**config.mk**
```make
export PLATFORM = sky130hd
export DESIGN_NAME = exact_pattern_match_stream_unit
export DESIGN_NICKNAME = d
export VERILOG_FILES = /design/src/rtl/epms_pkg.sv /design/src/rtl/epms_cell.sv /design/src/rtl/epms_out.sv /design/src/rtl/exact_pattern_match_stream_unit.sv
export SDC_FILE = /design/constraint.sdc
export NUM_CORES = 2
export LEC_CHECK = 0
export BUFFER_PORTS_ARGS = -buffer_cell sky130_fd_sc_hd__buf_2
export CORE_AREA = 2 2 330 332
export CTS_BUF_LIST = sky130_fd_sc_hd__clkbuf_16
export DETAILED_ROUTE_END_ITERATION = 7
export DIE_AREA = 0 0 332 334
export PLACE_DENSITY = 0.65
export SYNTH_ARGS = -nofsm -noshare
export SYNTH_HDL_FRONTEND = slang
export SYNTH_SLANG_ARGS = --single-unit
```
**constraint.sdc**
```tcl
create_clock -name clock -period 28.6 [get_ports clock]
set_input_delay 5.72 -clock clock [delete_from_list [all_inputs] [get_ports clock]]
set_output_delay 5.72 -clock clock [all_outputs]
set_load 0.02 [all_outputs]
```
**src/rtl/epms_pkg.sv**
```systemverilog
// Shared constants, command codes and the stage record of the exact pattern match stream unit.
`timescale 1ns / 1ps

package epms_pkg;

   localparam int MAX_PATTERN_DEFAULT = 64;
   localparam int BYTE_W              = 8;
   localparam int INDEX_W             = 6;
   localparam int LENGTH_W            = 7;
   localparam int POS_W               = 32;

   typedef enum logic [1:0] {
      CMD_LOAD    = 2'd0,
      CMD_TEXT    = 2'd1,
      CMD_RESTART = 2'd2,
      CMD_UNUSED  = 2'd3
   } epms_cmd_type;

   typedef struct packed {
      logic             valid;
      logic             fill_ok;
      logic [POS_W-1:0] pos;
   } epms_stage_type;

endpackage

```
**src/rtl/epms_cell.sv**
```systemverilog
// One cell of the match row: a text byte, a pattern byte and the registered compare result.
`timescale 1ns / 1ps

module epms_cell
   import epms_pkg::*;
(
   input  logic              clock,
   input  logic              load_en,
   input  logic [BYTE_W-1:0] load_byte,
   input  logic              rotate_en,
   input  logic [BYTE_W-1:0] rotate_in,
   input  logic              shift_en,
   input  logic [BYTE_W-1:0] shift_in,
   output logic [BYTE_W-1:0] window_out,
   output logic [BYTE_W-1:0] pattern_out,
   output logic              hit_out
);

   logic [BYTE_W-1:0] window_ff;
   logic [BYTE_W-1:0] window_in;
   logic [BYTE_W-1:0] pattern_ff;
   logic [BYTE_W-1:0] pattern_in;
   logic              hit_ff;
   logic              hit_in;

   always_comb begin
      window_in  = window_ff;
      pattern_in = pattern_ff;
      hit_in     = hit_ff;
      if (shift_en) begin
         window_in = shift_in;
         hit_in    = (shift_in == pattern_ff);
      end
      if (load_en) begin
         pattern_in = load_byte;
      end else if (rotate_en) begin
         pattern_in = rotate_in;
      end
   end

   always_ff @(posedge clock) begin
      window_ff  <= window_in;
      pattern_ff <= pattern_in;
      hit_ff     <= hit_in;
   end

   assign window_out  = window_ff;
   assign pattern_out = pattern_ff;
   assign hit_out     = hit_ff;

endmodule

```
**src/rtl/epms_out.sv**
```systemverilog
// Reduction of the cell compare results and the registered result stage.
`timescale 1ns / 1ps

module epms_out
   import epms_pkg::*;
#(
   parameter int MAX_PATTERN = MAX_PATTERN_DEFAULT,
   localparam int LEN_W      = $clog2(MAX_PATTERN + 1)
) (
   input  logic                   clock,
   input  logic                   reset,
   input  epms_stage_type         stage,
   input  logic [MAX_PATTERN-1:0] hits,
   input  logic [LEN_W-1:0]       active,
   output logic                   move,
   output logic                   rsp_tvalid,
   input  logic                   rsp_tready,
   output logic [POS_W-1:0]       rsp_tdata   // match_start[31:0]
);

   logic                   valid_ff;
   logic                   valid_in;
   logic [POS_W-1:0]       data_ff;
   logic [POS_W-1:0]       data_in;
   logic [MAX_PATTERN-1:0] mask;
   logic                   all_hit;

   always_comb begin
      for (int c = 0; c < MAX_PATTERN; c++) begin
         mask[c] = (c < 32'(active));
      end
   end

   assign all_hit = &(hits | ~mask);
   assign move    = stage.valid && (!valid_ff || rsp_tready);

   always_comb begin
      valid_in = valid_ff;
      data_in  = data_ff;
      if (move) begin
         valid_in = stage.fill_ok && all_hit;
         data_in  = stage.pos - POS_W'(active) + POS_W'(1);
      end else if (rsp_tready) begin
         valid_in = 1'b0;
      end
   end

   always_ff @(posedge clock) begin
      if (reset) begin
         valid_ff <= 1'b0;
      end else begin
         valid_ff <= valid_in;
      end
      data_ff <= data_in;
   end

   assign rsp_tvalid = valid_ff;
   assign rsp_tdata  = data_ff;

endmodule

```
**src/rtl/exact_pattern_match_stream_unit.sv**
```systemverilog
// Top level of the exact pattern match stream unit: control, the cell row and the result stage.
`timescale 1ns / 1ps

// The unit takes one transaction per clock cycle while req_tready is high and reports, for each
// text byte that completes an exact occurrence of the loaded pattern, the zero-based start
// position of that occurrence. A result passes through the compare stage register and then the
// result register. The pattern is held in a ring of MAX_PATTERN cells lined up against the
// newest text bytes; after a write of pattern_length the ring rotates one cell per cycle into its
// new alignment, and the input stalls until it is aligned before the next transaction is taken.

module exact_pattern_match_stream_unit
   import epms_pkg::*;
#(
   parameter int MAX_PATTERN = MAX_PATTERN_DEFAULT
) (
   input  logic                clock,
   input  logic                reset,
   input  logic                csr_wr_en,
   input  logic [LENGTH_W-1:0] csr_wr_data,  // pattern_length[6:0]
   input  logic                req_tvalid,
   output logic                req_tready,
   input  logic [15:0]         req_tdata,    // pattern_index[5:0], byte_value[13:6], zero[15:14]
   input  logic [1:0]          req_tuser,    // cmd[1:0]
   output logic                rsp_tvalid,
   input  logic                rsp_tready,
   output logic [POS_W-1:0]    rsp_tdata     // match_start[31:0]
);

   localparam int IDX_W  = (MAX_PATTERN > 1) ? $clog2(MAX_PATTERN) : 1;
   localparam int LEN_W  = $clog2(MAX_PATTERN + 1);

   epms_cmd_type          cmd;
   logic [INDEX_W-1:0]    req_index;
   logic [BYTE_W-1:0]     req_byte;

   logic [LENGTH_W-1:0]   len_ff;
   logic [LENGTH_W-1:0]   len_in;
   logic [IDX_W-1:0]      align_ff;
   logic [IDX_W-1:0]      align_in;
   logic [LEN_W-1:0]      fill_ff;
   logic [LEN_W-1:0]      fill_in;
   logic [LEN_W-1:0]      fill_next;
   logic [POS_W-1:0]      pos_ff;
   logic [POS_W-1:0]      pos_in;
   epms_stage_type        stage_ff;
   epms_stage_type        stage_in;

   logic [31:0]           active32;
   logic [31:0]           target32;
   logic [31:0]           index32;
   logic [31:0]           cell32;
   logic [LEN_W-1:0]      active;
   logic [IDX_W-1:0]      target;
   logic [IDX_W-1:0]      load_cell;
   logic                  load_ok;
   logic                  aligned;
   logic                  accept;
   logic                  text_acc;
   logic                  load_acc;
   logic                  restart_acc;
   logic                  move;

   logic [BYTE_W-1:0]      window [MAX_PATTERN];
   logic [BYTE_W-1:0]      pattern [MAX_PATTERN];
   logic [MAX_PATTERN-1:0] hits;

   assign cmd       = epms_cmd_type'(req_tuser);
   assign req_index = req_tdata[INDEX_W-1:0];
   assign req_byte  = req_tdata[INDEX_W+BYTE_W-1:INDEX_W];

   always_comb begin
      active32 = 32'(len_ff);
      if (active32 == 32'd0) begin
         active32 = 32'd1;
      end else if (active32 > 32'(MAX_PATTERN)) begin
         active32 = 32'(MAX_PATTERN);
      end
      target32 = active32 - 32'd1;
      index32  = 32'(req_index);
      if (index32 <= target32) begin
         cell32 = target32 - index32;
      end else begin
         cell32 = target32 + 32'(MAX_PATTERN) - index32;
      end
   end

   assign active    = active32[LEN_W-1:0];
   assign target    = target32[IDX_W-1:0];
   assign load_cell = cell32[IDX_W-1:0];
   assign load_ok   = (index32 < 32'(MAX_PATTERN));
   assign aligned   = (align_ff == target);

   assign req_tready  = aligned && (!stage_ff.valid || move);
   assign accept      = req_tvalid && req_tready;
   assign text_acc    = accept && (cmd == CMD_TEXT);
   assign load_acc    = accept && (cmd == CMD_LOAD) && load_ok;
   assign restart_acc = accept && (cmd == CMD_RESTART);

   assign fill_next = (32'(fill_ff) < 32'(MAX_PATTERN)) ? fill_ff + LEN_W'(1) : fill_ff;

   always_comb begin
      len_in   = len_ff;
      align_in = align_ff;
      fill_in  = fill_ff;
      pos_in   = pos_ff;
      stage_in = stage_ff;
      if (csr_wr_en) begin
         len_in = csr_wr_data;
      end
      if (!aligned) begin
         if (32'(align_ff) == 32'(MAX_PATTERN - 1)) begin
            align_in = '0;
         end else begin
            align_in = align_ff + IDX_W'(1);
         end
      end
      if (move) begin
         stage_in.valid = 1'b0;
      end
      if (text_acc) begin
         fill_in          = fill_next;
         pos_in           = (pos_ff == '1) ? pos_ff : pos_ff + POS_W'(1);
         stage_in.valid   = 1'b1;
         stage_in.fill_ok = (32'(fill_next) >= active32);
         stage_in.pos     = pos_ff;
      end else if (restart_acc) begin
         fill_in = '0;
         pos_in  = '0;
      end
   end

   always_ff @(posedge clock) begin
      if (reset) begin
         len_ff         <= LENGTH_W'(1);
         align_ff       <= '0;
         fill_ff        <= '0;
         pos_ff         <= '0;
         stage_ff.valid <= 1'b0;
      end else begin
         len_ff         <= len_in;
         align_ff       <= align_in;
         fill_ff        <= fill_in;
         pos_ff         <= pos_in;
         stage_ff.valid <= stage_in.valid;
      end
      stage_ff.fill_ok <= stage_in.fill_ok;
      stage_ff.pos     <= stage_in.pos;
   end

   for (genvar c = 0; c < MAX_PATTERN; c++) begin : g_cell
      logic [BYTE_W-1:0] shift_src;
      if (c == 0) begin : g_head
         assign shift_src = req_byte;
      end else begin : g_body
         assign shift_src = window[c-1];
      end

      epms_cell u_cell (
         .clock       (clock),
         .load_en     (load_acc && (load_cell == IDX_W'(c))),
         .load_byte   (req_byte),
         .rotate_en   (!aligned),
         .rotate_in   (pattern[(c + MAX_PATTERN - 1) % MAX_PATTERN]),
         .shift_en    (text_acc),
         .shift_in    (shift_src),
         .window_out  (window[c]),
         .pattern_out (pattern[c]),
         .hit_out     (hits[c])
      );
   end

   epms_out #(
      .MAX_PATTERN (MAX_PATTERN)
   ) u_out (
      .clock      (clock),
      .reset      (reset),
      .stage      (stage_ff),
      .hits       (hits),
      .active     (active),
      .move       (move),
      .rsp_tvalid (rsp_tvalid),
      .rsp_tready (rsp_tready),
      .rsp_tdata  (rsp_tdata)
   );

   // The pattern ring must be in line with the current length whenever a transaction is taken.
   assert property (@(posedge clock) disable iff (reset) accept |-> aligned)
      else $error("Transaction accepted while the pattern ring was still rotating.");

   // A text byte may only enter the compare stage when its previous contents leave it.
   assert property (@(posedge clock) disable iff (reset) (text_acc && stage_ff.valid) |-> move)
      else $error("Compare stage overwritten before it was consumed.");

   // The fill count never passes the depth of the window.
   assert property (@(posedge clock) disable iff (reset) 32'(fill_ff) <= 32'(MAX_PATTERN))
      else $error("Window fill count beyond the window depth.");

   // A restart leaves an empty window and position zero behind it.
   assert property (@(posedge clock) disable iff (reset)
      restart_acc |=> (fill_ff == '0) && (pos_ff == '0))
      else $error("Restart did not clear the window fill and position.");

endmodule

```
==> summary.md <==
| Metric | Value |
|---|---|
| Crit path launch | rsp_tready |
| CTS resizes | 0 |
| Sw power | approximately 0.0014 W |
| Post-Syn Nets | ~3.5k |
| Max-slew headroom | 25.5% |
| Slowest-stage cell, CP | buf_2 |
| Leak | 19.5 nW |
| Hold Vio Cnt, Final | 0 |
| Min Clock Period, post-route | around 12 ns |
| Fmax | approximately 83 MHz |
| Synth Cell Area | around 53000 sq um |
| CTS Hold Buffers Added | 0 |
| Placer Congestion | about 0.85 |
| Reg2reg start | len_ff[3] |
| Slew @ Worst Pin | ~1.1 ns |
| RSZ-0062 raised after global routing | false |
| Mapped Cells | 3445 |
| Count of yosys warnings during synthesis | 0 |
| Seq cells post-synth | around 1.2k |
| CTS H-Tree Depth | 3 |
| Port Buffer Count | 61 |
| Syn Area/Cell | approximately 15 sq um |
| # diodes | 0 |
| Antenna violations before repair | 1 |
| Net Sw Frac | between 20% and 30% |
| CP Class | in2out |
| Fin area | 59300 sq um |
| Starting Density | 49.5% |
| Crit path cell chain | buf_2 > nor2b_1 > a21oi_1 > buf_2 |
| Max-cap violations | 0 |
| Skew final | 0.0334 ns |
| DP Area | 55300 sq um |
| Clk pwr share | about 30% |
| CTS tree | yes |
| WP data arrival | about 6.3 ns |
| Max Transition Viols Final | 0 |
| Synth Flop Type | edfxtp_1 |
| Period utilization | 41.9% |
| Clk_lat worst skew | a little over 0.7 ns |
| Seq/Total Area, Yosys | between 60% and 70% |
| TNS Setup | 0 ns |
| CTS Buf Count | approximately 120 |
| Avg WL per Cell | around 23 um |
| Number of remaining DRC errors | 0 |
| Clock Sinks | around 1.2k |
| Die extent in x | 332 um |
| Fill cells | 8571 |
| Core Rows | 121 |
| Combinational share of power | 18.4% |
| First-pass GRT wire length | around 180000 um |
| VDD IR-drop max | ~53 uV |
| Worst Hold Class | reg2reg |
| FFs w/ async S/R, synth | 0% |
| Vias in the first global route | slightly below 30k |
| Clock Path Buffers | 3 |
| Placed cells | 4839 |
| Clock-pin slew on the worst setup and hold paths | roughly 0.06 ns |
| Post-DP HPWL | 76500 um |
| Critical path's largest stage delay | about 0.17 ns |
| Sequential power share | ~52% |
| Final antenna-violating net count | 0 |
| Area Growth Syn to Fin | 11.1% |
| Postcts setup bufs | 0 |
| Clock root buffer | clkbuf_16 |
| Largest net degree at the start of global routing | about 160 |
| Remaining global-route overflow | 0 |
| DRT Pass-1 Iters | 5 |
| GR Util All Layers | between 20% and 30% |
| Iter 0 DRT Violations | roughly 2.3k |
| CP top delay family | buffers and inverters |
| CP required | 22.88 ns |
| Status | completed |
| Final wirelength | ~120000 um |
| # IOs | between 60 and 70 |
| Share of cells above drive strength 1 | about 23% |
| Crit-path max FO | 2 |
| Total power | between 0.005 and 0.006 W |
| Core Footprint | approximately 110000 sq um |
| Number of vias per cell | about 5.7 |
| Die area | between 100000 and 150000 sq um |
| Unique masters post-synth | slightly above 80 |
| Nets@finish | 3633 |
| Final setup vio count | 0 |
| Startpoint types | input pin |
| Most frequent CP cell | buf_2 |
| EDFF count, synth | approximately 1.1k |
| Post-layout util | a little under three fifths |
| Vias | approximately 29k |
| Min-delay src | g_cell[39].u_cell.window_out[2] |
| Die H | ~330 um |
| Post-route non-filler standard cell count | 5068 |
| Crit path buf inv count | 2 |
| Int Power | 0.00395 W |
| CP Capture Type | output port |
| Pwr Density | 90.4 nW/um^2 |
-- worst paths after layout --
path / endpoint / slack, ns / cells after the start
min reg2reg: g_cell[40].u_cell.window_out[2] / 0.45 / 0
max: req_tready / 16.62 / 4
max reg2reg: g_cell[0].u_cell.window_out[6] / 21.35 / 15
min: g_cell[40].u_cell.window_out[2] / 0.45 / 0
-- flip-flops by register name, indices dropped and copies added, names as in the netlist, 6 cells and up --
| register | flops |
|---|---|
| g_cell.u_cell.pattern_out | 512 |
| g_cell.u_cell.window_out | 504 |
| g_cell.u_cell.hit_out | 64 |
| stage_ff | 34 |
| pos_ff | 32 |
| u_out.rsp_tdata | 32 |
| fill_ff | 7 |
| len_ff | 7 |
| align_ff | 6 |
-- cells in the final DEF, fill, tap and decap left out, types with 11 or more instances in the layout --
cell and n:
mux2_1 23, or3_1 16, nand4_1 142, mux2_2 474, a21oi_1 92, buf_4 38, nand3_1 63, inv_1 73
nor2_1 132, and3_1 11, a211oi_1 12, nand4_2 13, edfxtp_1 1145, clkinv_1 35, xor2_1 15, clkbuf_16 122
nand2b_1 45, nand2_1 135, o21ai_0 39, nor3_1 23, nor4_4 26, buf_2 60, mux2_4 16, and4_1 14
clkinv_2 26, a21o_1 11, ha_1 53, dfxtp_1 54, xnor2_1 539, bufinv_16 15
-- per-stage QoR --
| stage | setup WS [ns] | hold WS (ns) |
|---|---|---|
| CTS | 16.62 | 0.452 |
| global placement | 16.65 | 0.452 |
| floorplan | 14.24 | 0.406 |
| finish | 16.62 | 0.451 |
| detailed placement | 16.63 | 0.456 |
| global route | 16.57 | 0.463 |
-- cell type report --
cell class                 count  area [sq um]  share of cell area, %
clock buffer                 122          3050                   5.15
clock inverter               107           928                   1.57
inverter                      61           236                  0.399
multi-input combinational   2066         17200                   29.1
sequential                  1199         35500                   59.8
tap                         1414          1770                   2.98
timing repair buffer          99           606                   1.02
-- power groups by stage --
stage	clock network (W)	registers, W	logic [W]
finish	0.00158	0.00279	0.000985
global route	0.00168	0.00284	0.00107
CTS	0.00161	0.00279	0.000988
detailed placement	0	0.00282	0.000973
global placement	0	0.00281	0.000961
floorplan	0	0.00272	0.000798
-- layer usage --
layer	part of all wire [%]	track usage (%)
met2	47	34.2
met3	6.1	3.46
met4	2.3	5.50
met5	0	0
met1	44	29.2
-- synth_stat cells (6+ instances only) --
cell       count  share of area [%]
nand2_1      135               0.95
o21ai_0       39               0.37
buf_2         17               0.16
a31oi_1       10               0.12
o21a_1         8               0.11
edfxtp_1    1145                 64
nand4_2       13               0.30
dfxtp_1       54                2.0
nand2b_1      45               0.53
xor2_1        16               0.26
mux2_1        23               0.49
a21oi_1       92               0.86
nor3_1        24               0.22
mux2i_1        9               0.17
inv_1         57               0.40
nor4_4        26                1.0
and4_1        14               0.23
a2bb2oi_1      6              0.098
o211ai_1       7              0.098
buf_1          6              0.042
a311oi_1      10               0.16
nor2b_1       10               0.12
clkbuf_1      90               0.63
a211oi_1      12               0.17
xnor2_1      540                8.9
mux2_2       474                 10
or2_2          6              0.070
or3_1         16               0.19
and2_1         8              0.094
nor4_1         7              0.082
ha_1          53                1.2
mux2_4        16               0.45
a21o_1        11               0.15
nor2_1       133               0.93
nand4_1      142                1.7
nand3_1       63               0.59
and3_1        11               0.13
-- cell families (layout without fill, tap and decap cells) --
family                     Yosys count  count (layout)  synth area share [%]
DFF                               1199            1199                  66.4
and+or+nand+nor                    677             677                  7.54
xor gates and xnor gates           556             556                  9.12
muxes                              522             522                  11.1
AOI/OAI and AO/OA                  255             255                  3.13
buffers and inverters              180             389                  1.36
adders and majority gates           56              56                  1.34
Note: power is estimated with default switching activity, not from simulation.
